`config.mk`:
```
export PLATFORM = sky130hd
export DESIGN_NAME = qsve_ctrl
export DESIGN_NICKNAME = d
export VERILOG_FILES = /design/src/rtl/qsve_pkg.sv /design/src/rtl/qsve_ctrl.sv
export SDC_FILE = /design/constraint.sdc
export NUM_CORES = 1
export LEC_CHECK = 0
export BUFFER_PORTS_ARGS = -buffer_cell sky130_fd_sc_hd__buf_2
export CORE_ASPECT_RATIO = 1.4
export CORE_MARGIN = 5
export CORE_UTILIZATION = 33
export DETAILED_ROUTE_END_ITERATION = 10
export MAX_ROUTING_LAYER = met4
export SLEW_MARGIN = 20
export SYNTH_ARGS = -nofsm -noshare
export SYNTH_HDL_FRONTEND = slang
export SYNTH_SLANG_ARGS = --single-unit
```
`constraint.sdc`:
```
create_clock -name i_clk -period 1.55 [get_ports i_clk]
set_input_delay 0.0775 -clock i_clk [delete_from_list [all_inputs] [get_ports i_clk]]
set_output_delay 0.0775 -clock i_clk [all_outputs]
set_load 0.05 [all_outputs]
```
`src/rtl/qsve_pkg.sv`:
```
`timescale 1ns / 1ps
`default_nettype none
package qsve_pkg;

    localparam int MAX_QUBITS = 10;

    localparam int NQ_W   = 4;
    localparam int IDX_W  = 10;
    localparam int MODE_W = 2;
    localparam int KIND_W = 3;

    localparam logic [MODE_W-1:0] MODE_RESET = 2'd0;
    localparam logic [MODE_W-1:0] MODE_GATE  = 2'd1;
    localparam logic [MODE_W-1:0] MODE_CNOT  = 2'd2;
    localparam logic [MODE_W-1:0] MODE_READ  = 2'd3;

    localparam logic [KIND_W-1:0] GATE_H = 3'd0;
    localparam logic [KIND_W-1:0] GATE_X = 3'd1;
    localparam logic [KIND_W-1:0] GATE_Y = 3'd2;
    localparam logic [KIND_W-1:0] GATE_Z = 3'd3;
    localparam logic [KIND_W-1:0] GATE_I = 3'd4;

    localparam logic signed [30:0] INV_ROOT2_Q30 = 31'sd759250125;
    localparam int                 INV_SHIFT     = 30;

    typedef enum logic [7:0] {
        S_CLEAR = 8'b0000_0001,
        S_IDLE  = 8'b0000_0010,
        S_CHK   = 8'b0000_0100,
        S_RD    = 8'b0000_1000,
        S_MUL   = 8'b0001_0000,
        S_WLO   = 8'b0010_0000,
        S_WHI   = 8'b0100_0000,
        S_DONE  = 8'b1000_0000
    } t_state;

    typedef struct packed {
        logic load;
        logic clr_step;
        logic rd_pair;
        logic rd_amp;
        logic mul;
        logic wr_lo;
        logic wr_hi;
        logic pair_next;
        logic res_load;
    } t_ctl_cmd;

    typedef struct packed {
        logic clr_last;
        logic pair_last;
        logic bad;
        logic out_free;
    } t_dp_sts;

endpackage
`default_nettype wire

```
`src/rtl/qsve_ctrl.sv`:
```
`timescale 1ns / 1ps
`default_nettype none
module qsve_ctrl import qsve_pkg::*; (
    input  wire logic              i_clk,
    input  wire logic              i_rst_n,
    input  wire logic              i_in_valid,
    input  wire logic [MODE_W-1:0] i_mode,
    output logic                   o_in_ready,
    input  wire t_dp_sts           i_sts,
    output t_ctl_cmd               o_cmd
);

    t_state            r_state, n_state;
    logic [MODE_W-1:0] r_mode, n_mode;
    logic              r_clr_reply, n_clr_reply;

    always_ff @(posedge i_clk) begin
        if (!i_rst_n) begin
            r_state     <= S_CLEAR;
            r_mode      <= MODE_RESET;
            r_clr_reply <= 1'b0;
        end else begin
            r_state     <= n_state;
            r_mode      <= n_mode;
            r_clr_reply <= n_clr_reply;
        end
    end

    always_comb begin
        n_state     = r_state;
        n_mode      = r_mode;
        n_clr_reply = r_clr_reply;
        o_cmd       = '0;
        o_in_ready  = 1'b0;
        unique case (r_state)
            S_CLEAR: begin
                o_cmd.clr_step = 1'b1;
                if (i_sts.clr_last) begin
                    n_state = r_clr_reply ? S_DONE : S_IDLE;
                end
            end
            S_IDLE: begin
                o_in_ready = 1'b1;
                if (i_in_valid) begin
                    o_cmd.load = 1'b1;
                    n_mode     = i_mode;
                    if (i_mode == MODE_RESET) begin
                        n_state     = S_CLEAR;
                        n_clr_reply = 1'b1;
                    end else begin
                        n_state = S_CHK;
                    end
                end
            end
            S_CHK: begin
                if (r_mode == MODE_READ) begin
                    o_cmd.rd_amp = 1'b1;
                    n_state      = S_DONE;
                end else if (i_sts.bad) begin
                    n_state = S_DONE;
                end else begin
                    n_state = S_RD;
                end
            end
            S_RD: begin
                o_cmd.rd_pair = 1'b1;
                n_state       = S_MUL;
            end
            S_MUL: begin
                o_cmd.mul = 1'b1;
                n_state   = S_WLO;
            end
            S_WLO: begin
                o_cmd.wr_lo = 1'b1;
                n_state     = S_WHI;
            end
            S_WHI: begin
                o_cmd.wr_hi     = 1'b1;
                o_cmd.pair_next = 1'b1;
                n_state         = i_sts.pair_last ? S_DONE : S_RD;
            end
            S_DONE: begin
                if (i_sts.out_free) begin
                    o_cmd.res_load = 1'b1;
                    n_clr_reply    = 1'b0;
                    n_state        = S_IDLE;
                end
            end
            default: begin
                n_state = S_IDLE;
            end
        endcase
    end

endmodule
`default_nettype wire

```
==> impl_metrics.env, run 1 <==
export IMPL_die_h_um=62.8
export IMPL_via_count=777
export IMPL_path_cells="nor4_4 > nand4b_1 > inv_4 > nand2_4 > clkinvlp_4 > buf_8"
export IMPL_antenna_found_initial=0
export IMPL_drtPass1Iterations=4
export IMPL_ant_nets=0
export IMPL_syn_nets=88
export IMPL_synthArstFlopShare=0
export IMPL_yosys_warnings=0
export IMPL_cp_arrival_ns=1.67
export IMPL_synth_top_area_frac=0.335
export IMPL_port_buffer_count=18
export IMPL_syn_to_final_growth_pct=87.5
export IMPL_cts_made_buffers=3
export IMPL_core_um2=1930
export IMPL_fill_cells=158
export IMPL_cellPowerDensity_nw_per_um2=664
export IMPL_cts_hold_buf=0
export IMPL_worstHoldStart="i_rst_n"
export IMPL_max_clock_path_buffers=2
export IMPL_synth_edff_count=0
export IMPL_outcome="finished, violations left"
export IMPL_placed_area_um2=883
export IMPL_synth_top_area_cell="dfxtp_1"
export IMPL_slew_violations=0
export IMPL_crit_slowest_cell="nor4_4"
export IMPL_fin_crit_sh=1.13
export IMPL_avgSynthCellArea_um2=8.33
export IMPL_routed_wl_um=2250
export IMPL_grt_max_degree=9
export IMPL_hp_class="in2reg"
export IMPL_place_congestion=0.791
export IMPL_yosysMostFrequentCell="dfxtp_1"
export IMPL_cts_clk_slew_worst_paths_ns=0.07
export IMPL_synth_seq_cells=11
export IMPL_seq_area_frac_synth=0.335
export IMPL_failed_checks="negative setup slack"
export IMPL_rsz0062_at_grt="true"
export IMPL_cp_end_kind="primary output"
export IMPL_ys_flop_type="dfxtp_1"
export IMPL_fin_util=0.641
export IMPL_nets=135
export IMPL_slew_headroom=0.791
export IMPL_drc_errors=0
export IMPL_r2r_end="r_state[1]"
export IMPL_overflow=0
export IMPL_crit_type="reg2out"
export IMPL_grt_total_usage=0.160
export IMPL_grt_pass1_vias=824
export IMPL_synthesis_area_um2=658
export IMPL_path_max_fanout=3
export IMPL_worst_pin_slew_ns=0.312
export IMPL_ff2ff_path_depth=5
export IMPL_fin_total_pwr_w=0.000819
export IMPL_vias_per_cell=5.32
export IMPL_peakVddDrop_mv=0.558
export IMPL_synth_distinct_cells=35
export IMPL_fin_area_um2=1230
export IMPL_max_freq_ghz=0.573
export IMPL_drt_iter0_drc=20
export IMPL_worstSetupStartpointType="flip-flop"
export IMPL_holdPathStages=2
export IMPL_h_tree_depth=1
export IMPL_wl_per_cell_um=15.4
export IMPL_hpwl_um=1410
export IMPL_synthTopCellsByCount="dfxtp_1, nor2_1, nand2_1"
export IMPL_layout_setup_ws_ns=-0.196
export IMPL_worstPathRequired_ns=1.47
export IMPL_skew_ns=0.00410
export IMPL_setup_viol=13
export IMPL_die_area_um2=3000
export IMPL_cpPeakStageDelay_ns=0.36
export IMPL_layout_drive_gt1_share=0.616
export IMPL_leakage_nw=0.543
export IMPL_cts_sinks=11
export IMPL_grt_first_pass_wirelength_um=3350
export IMPL_holdPathEnd="r_state[3]"
export IMPL_rows=19
export IMPL_start_util=0.342
export IMPL_tritoncts="yes"
export IMPL_fin_tns_setup_ns=-0.870
export IMPL_clk_latency_ns=0.28
export IMPL_maxCapViolCount=0
export IMPL_io_pins=19
export IMPL_r2r_start="r_state[2]"
export IMPL_fin_crit_ns=1.75
export IMPL_hold_viol=0
export IMPL_diodes=0
export IMPL_ys_top_cells_by_area="dfxtp_1, nor2_1, a21boi_0"
export IMPL_fp_dieW_um=47.7
export IMPL_root_buffer="clkbuf_4"
export IMPL_synth_cells=79
export IMPL_ff2ff_setup_slack_ns=-0.09
[metrics by stage]
| stage | setup WS, ns | hold slack (ns) | cells |
|---|---|---|---|
| global route | -0.312 | 0.0910 | 146 |
| CTS | -0.141 | 0.0852 | 139 |
| global placement | -0.0157 | 0.378 | 131 |
| detailed placement | -0.0448 | 0.383 | 131 |
| floorplan | -0.134 | 0.186 | 79 |
| finish | -0.196 | 0.0982 | 146 |
[worst max-delay path by stage]
stage	from	endpoint	slack, ns	cells past startpoint
global placement	r_state[4]	r_clr_reply	-0.02	6
finish	r_state[4]	o_cmd[8]	-0.20	6
detailed placement	r_state[0]	r_state[1]	-0.04	5
global route	r_state[4]	o_cmd[8]	-0.31	6
CTS	r_state[4]	o_cmd[8]	-0.14	6
floorplan	r_state[1]	r_state[5]	-0.13	6
[layout by cell type, fill, tap and decap left out, types with 2 or more instances in the layout]
cell,n
nor4_4,2
nand3_1,2
nor2_1,7
nand2_1,5
buf_8,8
dfxtp_1,5
nor4b_4,2
nor3_1,2
o21ai_0,2
clkbuf_4,3
buf_6,5
nor3_4,2
buf_4,23
dfxtp_2,3
inv_1,2
and2_1,2
and3_1,2
a21oi_1,2
a21boi_1,3
nand3_4,2
buf_2,8
o21ai_1,2
dfxtp_4,3
[logic make-up (layout without fill, tap and decap cells)]
logic type,count (synthesis),in the layout,synth area share
flip-flops,11,11,0.335
buffers and inverters,7,53,0.0570
AO/OA/AOI/OAI,16,16,0.184
AND/OR/NAND/NOR,44,44,0.411
XOR/XNOR,1,1,0.0133
[layout make-up]
class	count	area, um^2	area share
Clock buffer	4	26.3	0.0213
Inverter	5	25.0	0.0203
Multi-Input combinational cell	61	532	0.431
Sequential cell	11	235	0.191
Tap cell	21	26.3	0.0213
Timing Repair Buffer	44	389	0.315
[layer usage]
layer / vias to the layer above / track usage / share of wire
li1: 378 / - / -
met1: 369 / 0.169 / 0.35
met2: 24 / 0.237 / 0.58
met3: 6 / 0.0461 / 0.045
met4: 0 / 0.118 / 0.025
met5: - / - / 0
[sequential cells by signal (all words and copies together) (netlist names)]
register / cells
r_mode: 2
r_clr_reply: 1
r_state: 8
[timing repair]
item                       in CTS  in global routing
setup endpoints to repair      12                 17
buffers inserted                4                  8
hold endpoints to repair        0                  0
pin swaps                       5                 10
resized for setup              41                 28
[worst max-delay path: cells and delay by family, from the launching register on]
kind / cells / cell delay (ns)
buf+inv: 3 / 0.35
flops: 1 / 0.34
simple gates: 3 / 0.70
[report_power, final]
group	leakage, nW	internal [W]	switching (W)
sequential	0.0925	0.000294	0.0000191
clock	0.0150	0.0000999	0.0000993
combinational	0.436	0.000162	0.000145
total	0.543	0.000556	0.000263
No activity file was read; power rests on OpenSTA's default activity.
==> run 2, diff against run 1 <==
- ABC_AREA: default -> 1
- CTS_CLUSTER_SIZE: default -> 40
==> impl_metrics.env, run 2 <==
export IMPL_p_sw_w=0.000237
export IMPL_routed_wl_um=1700
export IMPL_root_buffer="clkbuf_4"
export IMPL_pwr_share_comb=0.259
export IMPL_hold_viol=0
export IMPL_peakVddDrop_mv=0.488
export IMPL_fin_crit_sh=0.956
export IMPL_startpoint="r_state[5]"
export IMPL_ant_nets=0
export IMPL_rsz0062_at_grt="true"
export IMPL_synth_distinct_cells=20
export IMPL_cp_end_kind="primary output"
export IMPL_ff2ff_setup_slack_ns=0.32
export IMPL_worstPathRequired_ns=1.47
export IMPL_maxCapViolCount=0
export IMPL_fin_cells=156
export IMPL_post_synth_xor_area_fraction=0
export IMPL_yosys_warnings=0
export IMPL_setup_viol=0
export IMPL_via_count=734
export IMPL_ys_flop_type="dfxtp_1"
export IMPL_p_sw_frac=0.345
export IMPL_grt_pass1_vias=691
export IMPL_synth_top_area_cell="dfxtp_1"
export IMPL_ff2ff_path_depth=10
export IMPL_grt_total_usage=0.118
export IMPL_hp_class="in2reg"
export IMPL_cts_made_buffers=3
export IMPL_nets=144
export IMPL_layout_drive_gt1_share=0.328
export IMPL_worstHoldStart="i_rst_n"
export IMPL_clkPwrFrac=0.301
export IMPL_io_pins=19
export IMPL_grt_max_degree=7
export IMPL_skew_ns=0.0138
export IMPL_vias_per_cell=4.71
export IMPL_path_max_fanout=5
export IMPL_synth_area_mux_share=0
export IMPL_reg_largest_list="r_state: 8 flops, r_mode: 2 flops, r_clr_reply: 1 flops"
export IMPL_dp_slack_ns=0.311
export IMPL_syn_nets=122
export IMPL_slew_violations=0
export IMPL_holdPathStages=2
export IMPL_synth_edff_count=0
export IMPL_die_h_um=65.3
export IMPL_placed_area_um2=838
export IMPL_synth_seq_cells=11
export IMPL_cts_clk_slew_worst_paths_ns=0.08
export IMPL_core_um2=2130
export IMPL_h_tree_depth=1
export IMPL_worst_pin_slew_ns=0.249
export IMPL_layout_setup_ws_ns=0.0675
export IMPL_fin_total_pwr_w=0.000687
export IMPL_slew_headroom=0.835
export IMPL_start_util=0.339
export IMPL_worstSetupStartpointType="flip-flop"
export IMPL_cp_common_cell="nand2_4"
export IMPL_r2r_start="r_state[1]"
export IMPL_grt_first_pass_wirelength_um=2840
export IMPL_cpPeakStageDelay_ns=0.33
export IMPL_hpwl_um=1450
export IMPL_postCtsSetupRepairBufs=0
export IMPL_synth_top_family_by_area="simple AND/OR/NAND/NOR gates"
export IMPL_ys_top_cells_by_area="dfxtp_1, nand2_1, inv_1"
export IMPL_max_clock_path_buffers=2
export IMPL_synthArstFlopShare=0
export IMPL_holdPathEnd="r_state[0]"
export IMPL_fin_tns_setup_ns=0
export IMPL_max_freq_ghz=0.675
export IMPL_r2r_end="r_state[1]"
export IMPL_crit_type="reg2out"
export IMPL_cellPowerDensity_nw_per_um2=774
export IMPL_fp_dieW_um=49.5
export IMPL_cts_sinks=11
export IMPL_drtPass1Iterations=4
export IMPL_port_buffer_count=18
export IMPL_fin_area_um2=887
export IMPL_drt_iter0_drc=25
export IMPL_rows=20
export IMPL_diodes=0
export IMPL_path_cells="inv_2 > nand2_4 > nor2_8 > nand2_4 > nor2_4 > clkbuf_4"
export IMPL_synth_cells=113
export IMPL_antenna_found_initial=0
export IMPL_synth_top_area_frac=0.305
export IMPL_yosys_area_share_simple=0.484
export IMPL_synth_compound_area_frac=0.0763
export IMPL_leakage_nw=0.486
export IMPL_tritoncts="yes"
export IMPL_drc_errors=0
export IMPL_syn_to_final_growth_pct=22.9
export IMPL_cp_arrival_ns=1.40
export IMPL_yosysMostFrequentCell="nand2_1"
export IMPL_seq_area_frac_synth=0.305
export IMPL_place_congestion=0.919
export IMPL_largest_reg_flops=8
export IMPL_die_area_um2=3240
export IMPL_layout_common_cells="nand2_1, inv_1, nor2_1, buf_2, dfxtp_1"
export IMPL_outcome="finished clean"
export IMPL_avgSynthCellArea_um2=6.39
export IMPL_synthesis_area_um2=722
export IMPL_synth_adder_area_share=0
export IMPL_wl_per_cell_um=10.9
export IMPL_clk_latency_ns=0.29
export IMPL_fin_crit_ns=1.48
export IMPL_synthTopCellsByCount="nand2_1, inv_1, nor2_1, dfxtp_1, nand3_1"
export IMPL_internal_power_w=0.000450
export IMPL_sequentialPowerShare=0.440
export IMPL_crit_slowest_cell="dfxtp_1"
export IMPL_final_common_cell="nand2_1"
export IMPL_regMostFlops="r_state"
export IMPL_overflow=0
export IMPL_post_place_cells=152
[run 2: cell count changes in the layout (fill, tap and decap cells not counted), sizes merged, moves of 4 or more]
cell / change
nand3: +7
nand2: +23
nor2: +15
clkbuf: +4
inv: +20
buf: -30
[run 2: cell type report]
type | instances | area, um^2
fill | 222 | 1240
multi-input combinational | 77 | 415
sequential | 11 | 220
timing repair buffer | 18 | 108
inverter | 24 | 90.1
tap | 22 | 27.5
clock buffer | 4 | 26.3
[run 2: power by group through the flow]
stage,logic [W],clock network (W),registers (W)
floorplan,0.000133,0,0.000307
global placement,0.000175,0,0.000308
detailed placement,0.000175,0,0.000309
CTS,0.000176,0.000210,0.000302
global route,0.000196,0.000224,0.000304
finish,0.000178,0.000207,0.000303
[run 2: worst max-delay path by stage]
stage	to	slack [ns]	depth (start not counted)
finish	o_cmd[8]	0.07	6
global route	o_cmd[8]	-0.008	6
CTS	o_cmd[8]	0.03	6
detailed placement	r_state[1]	0.31	10
global placement	r_state[1]	0.32	10
floorplan	o_cmd[5]	0.02	3
[run 2: worst max-delay path: cells and delay by family, from the launching register on]
kind,cells,cell delay [ns]
flip-flops,1,0.33
AND/OR/NAND/NOR,4,0.46
buffers and inverters,2,0.33
[run 2: cells by family (layout without fill, tap and decap cells)]
family	Yosys count	count (layout)
flops	11	11
simple gates	67	67
compound gates	10	10
buf+inv	25	46
[run 2: what timing repair did]
action                     4_1_cts  5_1_grt
setup endpoints to repair        0        7
hold buffers                     0        0
resized for setup                0       11
[run 2: through the flow]
| stage | hold slack (ns) | utilization |
|---|---|---|
| after CTS | 0.0643 | 0.406 |
| after detailed placement | 0.359 | 0.394 |
| after global placement | 0.358 | 0.394 |
| after floorplan | 0.162 | - |
| final | 0.0611 | 0.417 |
| after global routing | 0.0895 | 0.417 |
[run 2: metal layers]
metal  GRT usage  part of all wire  vias to the layer above
met5           -                 0                        -
met4      0.0885             0.040                        0
met3      0.0159             0.058                        8
li1            -                 -                      385
met2       0.212              0.53                       24
met1       0.112              0.38                      317
==> run 3, diff against run 2 <==
==> constraint.sdc (replaced) <==
create_clock -name i_clk -period 1.55 [get_ports i_clk]
set_input_delay 0.0775 -clock i_clk [delete_from_list [all_inputs] [get_ports i_clk]]
set_output_delay 0.0775 -clock i_clk [all_outputs]
set_load 0.005 [all_outputs]
==> impl_metrics.env, run 3 (synthesis results as in run 2) <==
export IMPL_outcome="finished clean"
export IMPL_reg_largest_list="r_state: 8 flops, r_mode: 2 flops, r_clr_reply: 1 flops"
export IMPL_diodes=0
export IMPL_die_h_um=65.3
export IMPL_cp_end_kind="primary output"
export IMPL_max_freq_ghz=0.731
export IMPL_grt_pass1_vias=780
export IMPL_fp_dieW_um=49.5
export IMPL_clk_latency_ns=0.29
export IMPL_antenna_found_initial=0
export IMPL_cts_sinks=11
export IMPL_nets=144
export IMPL_slew_violations=0
export IMPL_cp_arrival_ns=1.29
export IMPL_slew_headroom=0.848
export IMPL_tritoncts="yes"
export IMPL_routed_wl_um=1740
export IMPL_rsz0062_at_grt="false"
export IMPL_largest_reg_flops=8
export IMPL_cts_made_buffers=3
export IMPL_wl_per_cell_um=11.1
export IMPL_drc_errors=0
export IMPL_crit_type="reg2out"
export IMPL_hp_class="in2reg"
export IMPL_layout_drive_gt1_share=0.313
export IMPL_skew_ns=0.0111
export IMPL_layout_common_cells="nand2_1, buf_2, inv_1, nor2_1, dfxtp_1"
export IMPL_overflow=0
export IMPL_final_common_cell="nand2_1"
export IMPL_setup_viol=0
export IMPL_fin_crit_ns=1.37
export IMPL_fin_tns_setup_ns=0
export IMPL_core_um2=2130
export IMPL_via_count=746
export IMPL_drtPass1Iterations=4
export IMPL_ant_nets=0
export IMPL_grt_total_usage=0.129
export IMPL_syn_to_final_growth_pct=18.9
export IMPL_worst_pin_slew_ns=0.227
export IMPL_worstSetupStartpointType="flip-flop"
export IMPL_io_pins=19
export IMPL_grt_max_degree=7
export IMPL_peakVddDrop_mv=0.341
export IMPL_fin_crit_sh=0.882
export IMPL_path_max_fanout=5
export IMPL_holdPathStages=3
export IMPL_rows=20
export IMPL_h_tree_depth=1
export IMPL_fill_cells=226
export IMPL_cts_hold_buf=0
export IMPL_hold_viol=0
export IMPL_die_area_um2=3240
export IMPL_start_util=0.339
export IMPL_cellPowerDensity_nw_per_um2=767
export IMPL_vias_per_cell=4.78
export IMPL_hold_ws_ns=0.0570
export IMPL_leakage_nw=0.480
export IMPL_cts_resized=0
export IMPL_regMostFlops="r_state"
export IMPL_ff2ff_path_depth=10
export IMPL_grt_first_pass_wirelength_um=3150
export IMPL_max_clock_path_buffers=2
export IMPL_drt_iter0_drc=25
export IMPL_port_buffer_count=18
export IMPL_maxCapViolCount=0
export IMPL_place_congestion=0.835
export IMPL_cts_clk_slew_worst_paths_ns=0.08
export IMPL_fin_cells=156
export IMPL_post_place_cells=152
export IMPL_postCtsSetupRepairBufs=0
export IMPL_worstPathRequired_ns=1.47
export IMPL_hpwl_um=1450
export IMPL_root_buffer="clkbuf_4"
[run 3: cell types whose count changed in the layout (fill, tap and decap cells not counted), sizes merged]
cell    before  now
buf         14   18
clkbuf       8    4
[run 3: path summary, 6_finish.rpt]
path,startpoint,endpoint,slack [ns]
setup / recovery,r_state[1],o_cmd[8],0.18
hold / removal,i_mode[0],r_mode[0],0.06
setup reg to reg,r_state[1],r_state[1],0.27
hold reg to reg,r_clr_reply,r_clr_reply,0.48
[run 3: report_power, final]
part	switching, W	internal [W]
Combinational	0.0000913	0.0000513
Sequential	0.00000831	0.000295
Clock	0.000113	0.000100
[run 3: layout make-up]
type,count,area (um^2),share of cell area
Multi-Input combinational cell,77,404,0.471
Sequential cell,11,220,0.257
Timing Repair Buffer,18,90.1,0.105
Inverter,24,90.1,0.105
Tap cell,22,27.5,0.0321
Clock buffer,4,26.3,0.0306
[run 3: critical path, cell delays in order (launching register included)]
cell     delay, ns
dfxtp_1       0.37
nand2_1       0.08
nor2_2        0.18
nand2_4       0.10
nor2_4        0.13
buf_2         0.13
[run 3: routing by layer]
metal  routed length (um)  GRT usage  vias up
li1                     -          -      386
met1                  703      0.127      336
met2                  903      0.231       19
met3                   71     0.0159        5
met4                   60     0.0885        0
met5                    0          -        -
[run 3: through the flow]
step	utilization	setup slack [ns]	area (um^2)	power, W
floorplan	-	0.461	722	0.000409
global placement	0.391	0.297	832	0.000450
detailed placement	0.391	0.285	832	0.000452
CTS	0.404	0.177	858	0.000664
global route	0.404	0.0457	858	0.000703
finish	0.404	0.183	858	0.000658
